==> config.mk <==
export PLATFORM = sky130hd
export DESIGN_NAME = four_button_short_long_press
export DESIGN_NICKNAME = d
export VERILOG_FILES = /design/src/design/fbsl_pkg.sv /design/src/design/fbsl_in_stage.sv /design/src/design/fbsl_press_fsm.sv /design/src/design/four_button_short_long_press.sv
export SDC_FILE = /design/constraint.sdc
export NUM_CORES = 1
export LEC_CHECK = 0
export ABC_AREA = 1
export BUFFER_PORTS_ARGS = -buffer_cell sky130_fd_sc_hd__buf_2
export CORE_MARGIN = 8
export CORE_UTILIZATION = 59
export CTS_CLUSTER_SIZE = 25
export DETAILED_ROUTE_END_ITERATION = 7
export GPL_TIMING_DRIVEN = 0
export PLACE_DENSITY_LB_ADDON = 0.2
export SYNTH_ARGS = -nofsm -noshare
export SYNTH_HDL_FRONTEND = slang
export SYNTH_SLANG_ARGS = --single-unit
==> constraint.sdc <==
create_clock -name clk -period 2 [get_ports clk]
set_input_delay 0.3 -clock clk [delete_from_list [all_inputs] [get_ports clk]]
set_output_delay 0.3 -clock clk [all_outputs]
set_load 0.01 [all_outputs]
==> src/design/fbsl_pkg.sv <==
// ----------------------------------------------------------------------------
// fbsl_pkg
// Shared types and constants for the four-button short/long press detector.
// ----------------------------------------------------------------------------
package fbsl_pkg;

    localparam int TIMER_W = 16;
    localparam int COUNT_W = 4;
    localparam int KEY_W   = 4;
    localparam int CFG_ADDR_W = 1;
    localparam int CFG_DATA_W = 16;

    // register indexes on the configuration port
    localparam logic [CFG_ADDR_W-1:0] REG_BOUNCE_TICKS = 1'b0;
    localparam logic [CFG_ADDR_W-1:0] REG_LONG_PRESS   = 1'b1;

    localparam logic [TIMER_W-1:0] BOUNCE_TICKS_RST = 16'd50;
    localparam logic [COUNT_W-1:0] LONG_PRESS_RST   = 4'd5;

    // key codes: short 1..4, long 5..8 in the order setup, zero, manual, pedal
    localparam logic [KEY_W-1:0] KEY_NONE       = 4'd0;
    localparam logic [KEY_W-1:0] KEY_SHORT_SETUP = 4'd1;
    localparam logic [KEY_W-1:0] KEY_SHORT_ZERO  = 4'd2;
    localparam logic [KEY_W-1:0] KEY_SHORT_MANUAL = 4'd3;
    localparam logic [KEY_W-1:0] KEY_SHORT_PEDAL = 4'd4;
    localparam logic [KEY_W-1:0] KEY_LONG_SETUP  = 4'd5;
    localparam logic [KEY_W-1:0] KEY_LONG_ZERO   = 4'd6;
    localparam logic [KEY_W-1:0] KEY_LONG_MANUAL = 4'd7;
    localparam logic [KEY_W-1:0] KEY_LONG_PEDAL  = 4'd8;
    localparam logic [KEY_W-1:0] LONG_OFFSET     = 4'd4;

    // pin levels, active low
    typedef struct packed {
        logic pedal_level;
        logic manual_level;
        logic zero_level;
        logic setup_level;
    } levels_t;

    typedef struct packed {
        logic [TIMER_W-1:0] bounce_ticks;
        logic [COUNT_W-1:0] long_press_intervals;
    } cfg_t;

endpackage

==> src/design/fbsl_in_stage.sv <==
// ----------------------------------------------------------------------------
// fbsl_in_stage
// Input register: captures one tick of pin levels per transaction.
// ----------------------------------------------------------------------------
module fbsl_in_stage (
    input  logic            clk,
    input  logic            rst_n,
    input  logic            in_valid,
    input  logic [3:0]      in_data,    // [0] setup, [1] zero, [2] manual, [3] pedal
    output logic            in_ready,
    input  logic            advance,
    output logic            stage_valid,
    output fbsl_pkg::levels_t stage_levels
);

    logic              valid_reg;
    fbsl_pkg::levels_t levels_reg;

    assign in_ready     = !valid_reg || advance;
    assign stage_valid  = valid_reg;
    assign stage_levels = levels_reg;

    always_ff @(posedge clk or negedge rst_n)
    begin
        if (!rst_n)
        begin
            valid_reg <= 1'b0;
        end
        else if (in_ready)
        begin
            valid_reg <= in_valid;
        end
    end

    always_ff @(posedge clk)
    begin
        if (in_ready && in_valid)
        begin
            levels_reg <= fbsl_pkg::levels_t'(in_data);
        end
    end

endmodule

==> src/design/fbsl_press_fsm.sv <==
// ----------------------------------------------------------------------------
// fbsl_press_fsm
// Press state machine with interval timer; one step per tick.
// ----------------------------------------------------------------------------
module fbsl_press_fsm (
    input  logic                            clk,
    input  logic                            rst_n,
    input  fbsl_pkg::cfg_t                  cfg,
    input  logic                            step,
    input  fbsl_pkg::levels_t               levels,
    output logic [fbsl_pkg::KEY_W-1:0]      key_event
);

    typedef enum logic [1:0] {
        PH_IDLE,
        PH_BOUNCE,
        PH_HOLD,
        PH_WAIT
    } phase_t;

    phase_t                          phase_reg, phase_next;
    logic [fbsl_pkg::KEY_W-1:0]      held_key_reg, held_key_next;
    logic [fbsl_pkg::COUNT_W-1:0]    hold_count_reg, hold_count_next;
    logic [fbsl_pkg::TIMER_W-1:0]    timer_reg, timer_next;
    logic                            done_reg, done_next;

    logic [3:0]                      down;
    logic [fbsl_pkg::TIMER_W-1:0]    reload;
    logic [fbsl_pkg::TIMER_W-1:0]    timer_dec;
    logic                            done_dec;
    logic                            held_down;

    assign down = ~{levels.pedal_level, levels.manual_level,
                    levels.zero_level, levels.setup_level};

    // a zero period behaves as one tick
    assign reload = (cfg.bounce_ticks == '0) ? fbsl_pkg::TIMER_W'(1) : cfg.bounce_ticks;

    assign timer_dec = (timer_reg != '0) ? timer_reg - fbsl_pkg::TIMER_W'(1) : timer_reg;
    assign done_dec  = done_reg || (timer_reg == fbsl_pkg::TIMER_W'(1));

    always_comb
    begin
        case (held_key_reg)
            fbsl_pkg::KEY_SHORT_SETUP,  fbsl_pkg::KEY_LONG_SETUP:  held_down = down[0];
            fbsl_pkg::KEY_SHORT_ZERO,   fbsl_pkg::KEY_LONG_ZERO:   held_down = down[1];
            fbsl_pkg::KEY_SHORT_MANUAL, fbsl_pkg::KEY_LONG_MANUAL: held_down = down[2];
            fbsl_pkg::KEY_SHORT_PEDAL,  fbsl_pkg::KEY_LONG_PEDAL:  held_down = down[3];
            default:                                               held_down = 1'b0;
        endcase
    end

    always_comb
    begin
        phase_next      = phase_reg;
        held_key_next   = held_key_reg;
        hold_count_next = hold_count_reg;
        timer_next      = timer_dec;
        done_next       = done_dec;
        key_event       = fbsl_pkg::KEY_NONE;

        case (phase_reg)
            PH_IDLE:
            begin
                if (down != 4'b0000)
                begin
                    // latch the highest-priority button
                    if (down[0])
                        held_key_next = fbsl_pkg::KEY_SHORT_SETUP;
                    else if (down[1])
                        held_key_next = fbsl_pkg::KEY_SHORT_ZERO;
                    else if (down[2])
                        held_key_next = fbsl_pkg::KEY_SHORT_MANUAL;
                    else
                        held_key_next = fbsl_pkg::KEY_SHORT_PEDAL;
                    timer_next = reload;
                    done_next  = 1'b0;
                    phase_next = PH_BOUNCE;
                end
            end
            PH_BOUNCE:
            begin
                if (done_dec)
                begin
                    if (!held_down)
                    begin
                        phase_next = PH_IDLE;
                    end
                    else
                    begin
                        timer_next      = reload;
                        done_next       = 1'b0;
                        phase_next      = PH_HOLD;
                        hold_count_next = '0;
                    end
                end
            end
            PH_HOLD:
            begin
                if (done_dec)
                begin
                    if (!held_down)
                    begin
                        phase_next = PH_IDLE;
                        key_event  = held_key_reg;
                    end
                    else if (hold_count_reg < cfg.long_press_intervals)
                    begin
                        hold_count_next = hold_count_reg + fbsl_pkg::COUNT_W'(1);
                        timer_next      = reload;
                        done_next       = 1'b0;
                    end
                    else
                    begin
                        if (held_key_reg >= fbsl_pkg::KEY_SHORT_SETUP &&
                            held_key_reg <= fbsl_pkg::KEY_SHORT_PEDAL)
                        begin
                            held_key_next = held_key_reg + fbsl_pkg::LONG_OFFSET;
                        end
                        phase_next = PH_WAIT;
                        timer_next = reload;
                        done_next  = 1'b0;
                        key_event  = held_key_next;
                    end
                end
            end
            PH_WAIT:
            begin
                if (done_dec)
                begin
                    if (!held_down)
                    begin
                        held_key_next = fbsl_pkg::KEY_NONE;
                        phase_next    = PH_IDLE;
                    end
                    else
                    begin
                        timer_next = reload;
                        done_next  = 1'b0;
                    end
                end
            end
            default:
            begin
                phase_next = PH_IDLE;
            end
        endcase
    end

    always_ff @(posedge clk or negedge rst_n)
    begin
        if (!rst_n)
        begin
            phase_reg      <= PH_IDLE;
            held_key_reg   <= fbsl_pkg::KEY_NONE;
            hold_count_reg <= '0;
            timer_reg      <= '0;
            done_reg       <= 1'b0;
        end
        else if (step)
        begin
            phase_reg      <= phase_next;
            held_key_reg   <= held_key_next;
            hold_count_reg <= hold_count_next;
            timer_reg      <= timer_next;
            done_reg       <= done_next;
        end
    end

endmodule

==> src/design/four_button_short_long_press.sv <==
// ----------------------------------------------------------------------------
// four_button_short_long_press
// Debounced short/long press detector for four active-low buttons.
// ----------------------------------------------------------------------------
// Usage:
//   Each slave transaction carries one tick of four pin levels (0 = pressed).
//   Each tick yields exactly one master transaction holding key_event:
//   0 none, 1..4 short press, 5..8 long press (setup, zero, manual, pedal).
//   Latency: a tick is captured in the input register, then moves to the
//   result register, which presents it on the master side.
//   Throughput: one tick per cycle while the receiver does not stall; the press
//   state machine and interval timer logic is combinational between the two registers.
//   If the receiver stalls, the result register holds, the input register
//   fills, and s_axis_tready drops until the master side moves again.
//   Configuration: cfg_we writes register cfg_addr (0 bounce_ticks,
//   1 long_press_intervals) at the clock edge; write only while idle.
//   Reset clears both registers' valid flags, returns the state machine to
//   idle and restores bounce_ticks = 50 and long_press_intervals = 5.
// ----------------------------------------------------------------------------
module four_button_short_long_press (
    input  logic                              clk,
    input  logic                              rst_n,
    input  logic                              cfg_we,
    input  logic [fbsl_pkg::CFG_ADDR_W-1:0]   cfg_addr,
    input  logic [fbsl_pkg::CFG_DATA_W-1:0]   cfg_wdata,
    input  logic                              s_axis_tvalid,
    output logic                              s_axis_tready,
    input  logic [7:0]                        s_axis_tdata,  // [0] setup_level, [1] zero_level,
                                                             // [2] manual_level, [3] pedal_level
    output logic                              m_axis_tvalid,
    input  logic                              m_axis_tready,
    output logic [7:0]                        m_axis_tdata   // [3:0] key_event
);

    fbsl_pkg::cfg_t                  cfg_reg;
    logic                            out_valid_reg;
    logic [fbsl_pkg::KEY_W-1:0]      out_event_reg;

    logic                            advance;
    logic                            stage_valid;
    fbsl_pkg::levels_t               stage_levels;
    logic                            step;
    logic [fbsl_pkg::KEY_W-1:0]      key_event;

    assign advance = !out_valid_reg || m_axis_tready;
    assign step    = stage_valid && advance;

    always_ff @(posedge clk or negedge rst_n)
    begin
        if (!rst_n)
        begin
            cfg_reg.bounce_ticks         <= fbsl_pkg::BOUNCE_TICKS_RST;
            cfg_reg.long_press_intervals <= fbsl_pkg::LONG_PRESS_RST;
        end
        else if (cfg_we)
        begin
            case (cfg_addr)
                fbsl_pkg::REG_BOUNCE_TICKS:
                    cfg_reg.bounce_ticks <= cfg_wdata[fbsl_pkg::TIMER_W-1:0];
                fbsl_pkg::REG_LONG_PRESS:
                    cfg_reg.long_press_intervals <= cfg_wdata[fbsl_pkg::COUNT_W-1:0];
                default:
                    cfg_reg <= cfg_reg;
            endcase
        end
    end

    fbsl_in_stage u_in_stage (
        .clk          (clk),
        .rst_n        (rst_n),
        .in_valid     (s_axis_tvalid),
        .in_data      (s_axis_tdata[3:0]),
        .in_ready     (s_axis_tready),
        .advance      (advance),
        .stage_valid  (stage_valid),
        .stage_levels (stage_levels)
    );

    fbsl_press_fsm u_press_fsm (
        .clk       (clk),
        .rst_n     (rst_n),
        .cfg       (cfg_reg),
        .step      (step),
        .levels    (stage_levels),
        .key_event (key_event)
    );

    // result register: hold while the receiver stalls
    always_ff @(posedge clk or negedge rst_n)
    begin
        if (!rst_n)
        begin
            out_valid_reg <= 1'b0;
        end
        else if (advance)
        begin
            out_valid_reg <= stage_valid;
        end
    end

    always_ff @(posedge clk)
    begin
        if (step)
        begin
            out_event_reg <= key_event;
        end
    end

    assign m_axis_tvalid = out_valid_reg;
    assign m_axis_tdata  = {4'b0000, out_event_reg};

endmodule

After elaboration in Yosys (flattened, before gate mapping)
Cells that the tools add are included.
{ "classes": {"n_addsub": 3, "order_cmp": 3, "n_eq_ne": 22, "n_mux": 39, "bitwise_logic": 2, "n_reduce_logical": 25} }
{ "op_table": {"columns": ["cell", "n"], "rows": [
  ["two-way mux 16 bit", 5],
  ["two-way mux 4 bit", 16],
  ["case mux 16 bit (2 select lines)", 1],
  ["== test 16 x 1 -> 1 bit, second input constant", 1],
  ["== test 4 x 3 -> 1 bit, second input constant", 4],
  ["zero test 16 bit", 1],
  ["two-way mux 2 bit", 8],
  ["nonzero test 16 bit", 1],
  ["subtractor 16 x 1 -> 16 bit, second input constant", 1],
  ["inequality test 2 x 1 -> 1 bit, second input constant", 7],
  ["AND reduction 7 bit", 2],
  ["case mux 4 bit (3 select lines)", 1],
  ["== test 4 x 2 -> 1 bit, second input constant", 2],
  ["case mux 2 bit (4 select lines)", 1],
  ["case mux 4 bit (2 select lines)", 1],
  ["AND reduction 8 bit", 1],
  ["OR reduction 2 bit", 4],
  ["AND reduction 2 bit", 3],
  ["adder 4 x 1 -> 4 bit, second input constant", 1],
  ["adder 4 x 3 -> 4 bit, second input constant", 1],
  ["== test 2 bit, second input constant", 2],
  ["== test 4 x 1 -> 1 bit, second input constant", 1],
  ["== test 4 bit, second input constant", 1],
  ["greater-or-equal comparator 4 x 1 -> 1 bit, second input constant", 1],
  ["other kinds (19)", 27]
]} }
{ "word_totals": {"reg_bits": 57, "in_bits": 30, "output_inout_bits": 10} }

Logic depth before layout (Yosys ltp)
{ "depth": {"word_depth": 7, "mapped_depth": 13} }

Cells and area by module
From an unflattened synthesis, not the netlist that was laid out.
{ "hier_totals": {"cells_unflattened": 529, "area_unflattened_um2": 3753.6} }
{ "by_module_without_submodules": {"columns": ["mod", "instances", "cells_each", "area_per_inst_um2", "seq_area_each_um2"], "rows": [
  ["fbsl_press_fsm", 1, 417, 2587.5, 675.6],
  ["four_button_short_long_press", 1, 102, 1001.0, 651.9],
  ["fbsl_in_stage", 1, 10, 165.2, 145.1]
]} }

Least setup slack after synthesis
Ideal clock, no wire load.
{ "synth_timing": {"kind": "register to register", "startpoint": "reg u_press_fsm.held_key_reg[3] (netlist name)", "endpoint": "reg u_press_fsm.timer_reg[0] (netlist name)", "setup_ns": 0.140, "arrival_ns": 1.623, "required_time_ns": 1.860, "slack_ns": 0.237, "path_stages_with_launch": 13, "path_buffers": 1, "period_less_slack_ns": 1.763, "cell_sequence": "dfrtp_1 > inv_1 > ha_1 > nor2_1 > nor2_1 > nand3_1 > nand2_1 > nand3_4 > nand2_4 > buf_8 > nand2_1 > nand3_1 > o21ai_0"} }
{ "synth_between": {"elab_chain_cells": 6, "word_cells_on_any_way": 16, "cone_classes": "eq/ne (8); mux (4); reduce/logical (4)"} }
{ "synth_rtl": {"columns": ["item", "line_no", "rtl"], "rows": [
  ["start, declared", "fbsl_press_fsm.sv:22", "logic [fbsl_pkg::KEY_W-1:0] held_key_reg, held_key_next;"],
  ["start signal, assigned", "fbsl_press_fsm.sv:155", "held_key_reg <= fbsl_pkg::KEY_NONE;"],
  ["start signal, assigned", "fbsl_press_fsm.sv:163", "held_key_reg <= held_key_next;"],
  ["== test 4 x 3 -> 1 bit, or another cell as far along", "fbsl_press_fsm.sv:44", "case (held_key_reg)"],
  ["OR reduction 2 bit", "fbsl_press_fsm.sv:44", null],
  ["case mux 1 bit (4 select lines) *", "fbsl_press_fsm.sv:44", null],
  ["two-way mux 16 bit *", "fbsl_press_fsm.sv:85, fbsl_press_fsm.sv:131", null],
  ["two-way mux 16 bit *", "fbsl_press_fsm.sv:83", "if (done_dec)"],
  ["case mux 16 bit (2 select lines) *", "fbsl_press_fsm.sv:62", "case (phase_reg)"],
  ["end signal, assigned", "fbsl_press_fsm.sv:165", "timer_reg <= timer_next;"],
  ["end, declared", "fbsl_press_fsm.sv:24", "logic [fbsl_pkg::TIMER_W-1:0] timer_reg, timer_next;"]
]} }
Mark *: on every way between the ends. The rest lies on a longest branch, timed or not.
A chain may end at the register's enable or synchronous reset.

Final worst setup path
{ "layout_timing": {"startpoint": "reg u_press_fsm.held_key_reg[2] (netlist name)", "endpoint": "reg out_event_reg[1] (netlist name) (data pin)"} }
{ "layout_between": {"elab_chain_cells": 5, "word_cells_on_any_way": 19, "cone_classes": "order compare (2); eq/ne (8); mux (4); reduce/logical (5)"} }
{ "layout_rtl": {"columns": ["item", "line_no", "rtl"], "rows": [
  ["greater-or-equal comparator 4 x 1 -> 1 bit or <= comparator 4 x 3 -> 1 bit (tied branches)", "fbsl_press_fsm.sv:115, fbsl_press_fsm.sv:116", null],
  ["logical AND 1 bit", "fbsl_press_fsm.sv:115", "if (held_key_reg >= fbsl_pkg::KEY_SHORT_SETUP &&"],
  ["two-way mux 4 bit", "fbsl_press_fsm.sv:115", null],
  ["two-way mux 4 bit", "fbsl_press_fsm.sv:107", "else if (hold_count_reg < cfg.long_press_intervals)"],
  ["two-way mux 4 bit *", "fbsl_press_fsm.sv:102", "if (!held_down)"],
  ["end signal, assigned", "four_button_short_long_press.sv:105", "out_event_reg <= key_event;"],
  ["end, declared", "four_button_short_long_press.sv:37", "logic [fbsl_pkg::KEY_W-1:0] out_event_reg;"]
]} }
Marked as above.

==> results.cfg <==
[status]
status = finished clean

[critical_path]
crit_fanout = 5
cp_common_cell = buf_4
critical-path-top-delay-family = buffers and inverters
reg2reg_from = u_press_fsm.held_key_reg[2]$_DFFE_PN0P_
start_kind = flip-flop
crit_cells = 9
required_ps = 2170
critPathLaunch = u_press_fsm.held_key_reg[2]$_DFFE_PN0P_
crit_path_end_kind = flip-flop
cp_slowest_stage_delay_ps = 440
crit_path_cell_trace = buf_4 -> ha_4 -> o211ai_1 -> nand2_4 -> buf_4 -> buf_4 -> nand3_1 -> inv_1 -> nor3_1
worst-setup-path-type = flip-flop to flip-flop
critPathSlowestCell = dfrtp_2
path_buf_inv = 4
worstPathArrival_ps = 2040
rr_worst_depth = 9

[place]
placed_area_sq_mm = 0.00367
dp_slack_ps = -119
hpwlAfterDp_mm = 5.54
io_buffers = 31
place_congestion = 0.929

[timing]
max_slew_margin = 0.276
rsz0062_at_grt = no
tightest_slew_ps = 1090
min_period_ps = 1870
max_freq_ghz = 0.533
setup_viol = 0
setup_slack_ps = 125
maxSlewViolCount = 0
finalHoldViolCount = 0
fin_worst_skew_ps = 10.3
min_period_over_period = 0.937

[synth]
avgSynthCellArea_sq_um = 7.40
synth.distinct_cells = 33
netlist_instances = 461
synth_seq_cells = 57
synthFlopType = dfrtp_1
syn-cell-area_sq_mm = 0.00341
ys_async_sr_fraction = 0.860
synth-edff-count = 8
synth-seq-area-share = 0.431
yosys_warnings = 0

[finish]
largest_reg_flops = 20
antenna_cells = 0
fin_nets = 552
syn_to_final_growth_pct = 14.6
drive_above_1_share = 0.165
fin_area_sq_mm = 0.00391

[cts]
path_clk_slew_ps = 70
cts_sinks = 57
clockBufferDepth = 2
cts_tree = yes
clk_latency_ps = 330
htree_levels = 3
cts_buffers = 9
cts_root_buf = clkbuf_8

[power]
p_comb_frac = 0.434
irDropWorstVdd_uv = 740
power.density_mw_per_mm2 = 1220
clkPwrFrac = 0.188
p_seq_frac = 0.378
p_sw_frac = 0.436
leakagePower_uw = 0.00197
p_sw_uw = 2080
p_int_uw = 2680

[floorplanning]
die_h_um = 92.1
die_w_um = 92.1
start_util = 0.616
pin_count = 40
row_count = 27
core_area_sq_mm = 0.00554
dieArea_sq_mm = 0.00848

[global_routing]
grt_use_met3 = 0.0465
grt-ovfl-total = 0
use_met1 = 0.237
grt_pass1_vias = 2921
use_met2 = 0.281
top_usage_layer = met2
grt_pass1_wl_mm = 12.7
antenna_found_initial = 0
grt_usage = 0.179
grt_max_degree = 50

[routing]
antenna_left = 0
drtPass1Iterations = 5
drt_iter0_drc = 253
routed_wl_mm = 7.55
drcViolationCount = 0
viasPerCell = 5.22
avgRoutedWirePerCell_um = 12.8
vias = 3070

[run]
drv_cap = 0

[worst_hold_path]
min_path_type = primary input to flip-flop
hp-start = s_axis_tdata[2]
whs_path_depth = 1
[logic make-up (layout without fill, tap and decap cells)]
logic type / Yosys count / after routing / share of synthesized area
adders and majority gates: 11 / 11 / 0.0403
buffers and inverters: 71 / 123 / 0.0894
DFF: 57 / 57 / 0.431
AOI/OAI and AO/OA: 62 / 62 / 0.0935
xor gates and xnor gates: 11 / 11 / 0.0282
other: 1 / 4 / 0.00110
and+or+nand+nor: 245 / 245 / 0.306
muxes: 3 / 3 / 0.00990
[Yosys cell counts (8+ instances only)]
cell type  instances  area, sq um
nand2_1          127          477
nor2_1            64          240
inv_1             57          214
dfrtp_1           44         1100
nand3_1           31          155
a21oi_1           28          140
o21ai_0           20          100
ha_1              11          138
o21ai_1           10         50.1
edfxtp_1           8          240
nand4_1            8         50.1
xor2_1             8         70.1
[routing by layer]
metal  routed length, um  vias up
li1                    -     1559
met1                3660     1408
met2                3420       90
met3                 378       13
met4                  97        0
met5                   0        -
[stage by stage]
stage	util	setup TNS [ps]	std cells	power (uW)	hold slack [ps]
global placement	0.662	-360	567	3640	468
global route	0.706	0	588	5140	130
floorplan	-	0	464	3240	4.41
CTS	0.692	0	583	4630	136
detailed placement	0.662	-727	567	3710	479
finish	0.706	0	588	4760	142
[area by class of cell]
| type | count | area (sq um) |
|---|---|---|
| plain buffers | 13 | 87.6 |
| fillers | 479 | 1630 |
| clock inverters | 4 | 20.0 |
| repair buffers | 36 | 193 |
| clock buffers | 12 | 135 |
| flip-flops and latches | 57 | 1480 |
| well taps | 72 | 90.1 |
| inverters | 58 | 224 |
| multi-input cells | 336 | 1690 |
[path summary, 6_finish.rpt]
check | to | slack [ps]
min | u_in_stage.stage_levels[2]$_DFFE_PP_ | 140
max | out_event_reg[1]$_SDFFCE_PN0P_ | 130
min reg2reg | cfg_reg[6]$_DFFE_PN0P_ | 490
max reg2reg | out_event_reg[1]$_SDFFCE_PN0P_ | 130
min in group asynchronous | u_press_fsm.timer_reg[12]$_DFFE_PN0P_ | 170
max in group asynchronous | u_press_fsm.held_key_reg[3]$_DFFE_PN0P_ | 1100
[layout by cell type (no fill, tap or decap), types with 3 or more instances in the layout]
cell,n
nand2_4,3
nor3_1,4
buf_4,10
edfxtp_1,8
o21ai_0,20
conb_1,4
xnor2_1,3
xor2_1,8
nand2_1,126
o21ai_1,10
nand4_1,8
nor2_2,5
ha_1,10
nand3_1,31
dfstp_2,5
clkbuf_8,9
a21oi_1,27
buf_2,32
inv_1,54
dfrtp_1,42
nor2_1,60
clkbuf_1,8
nor2_4,3
mux2_2,3
[what timing repair did]
action                                  in CTS  in global routing
pin swaps                                    0                  2
setup buffers                                0                  5
endpoints found under the setup margin      21                 23
resized for setup                            4                 12
hold buffers                                 0                  0
[power groups by stage]
stage / logic [uW] / clock network, uW / registers, uW
3_3_place_gp: 1860 / 0 / 1790
5_1_grt: 2350 / 958 / 1840
3_5_place_dp: 1910 / 0 / 1800
6_report: 2070 / 894 / 1800
4_1_cts: 1940 / 905 / 1780
2_1_floorplan: 1510 / 0 / 1730
(Power assumes the default switching activity.)
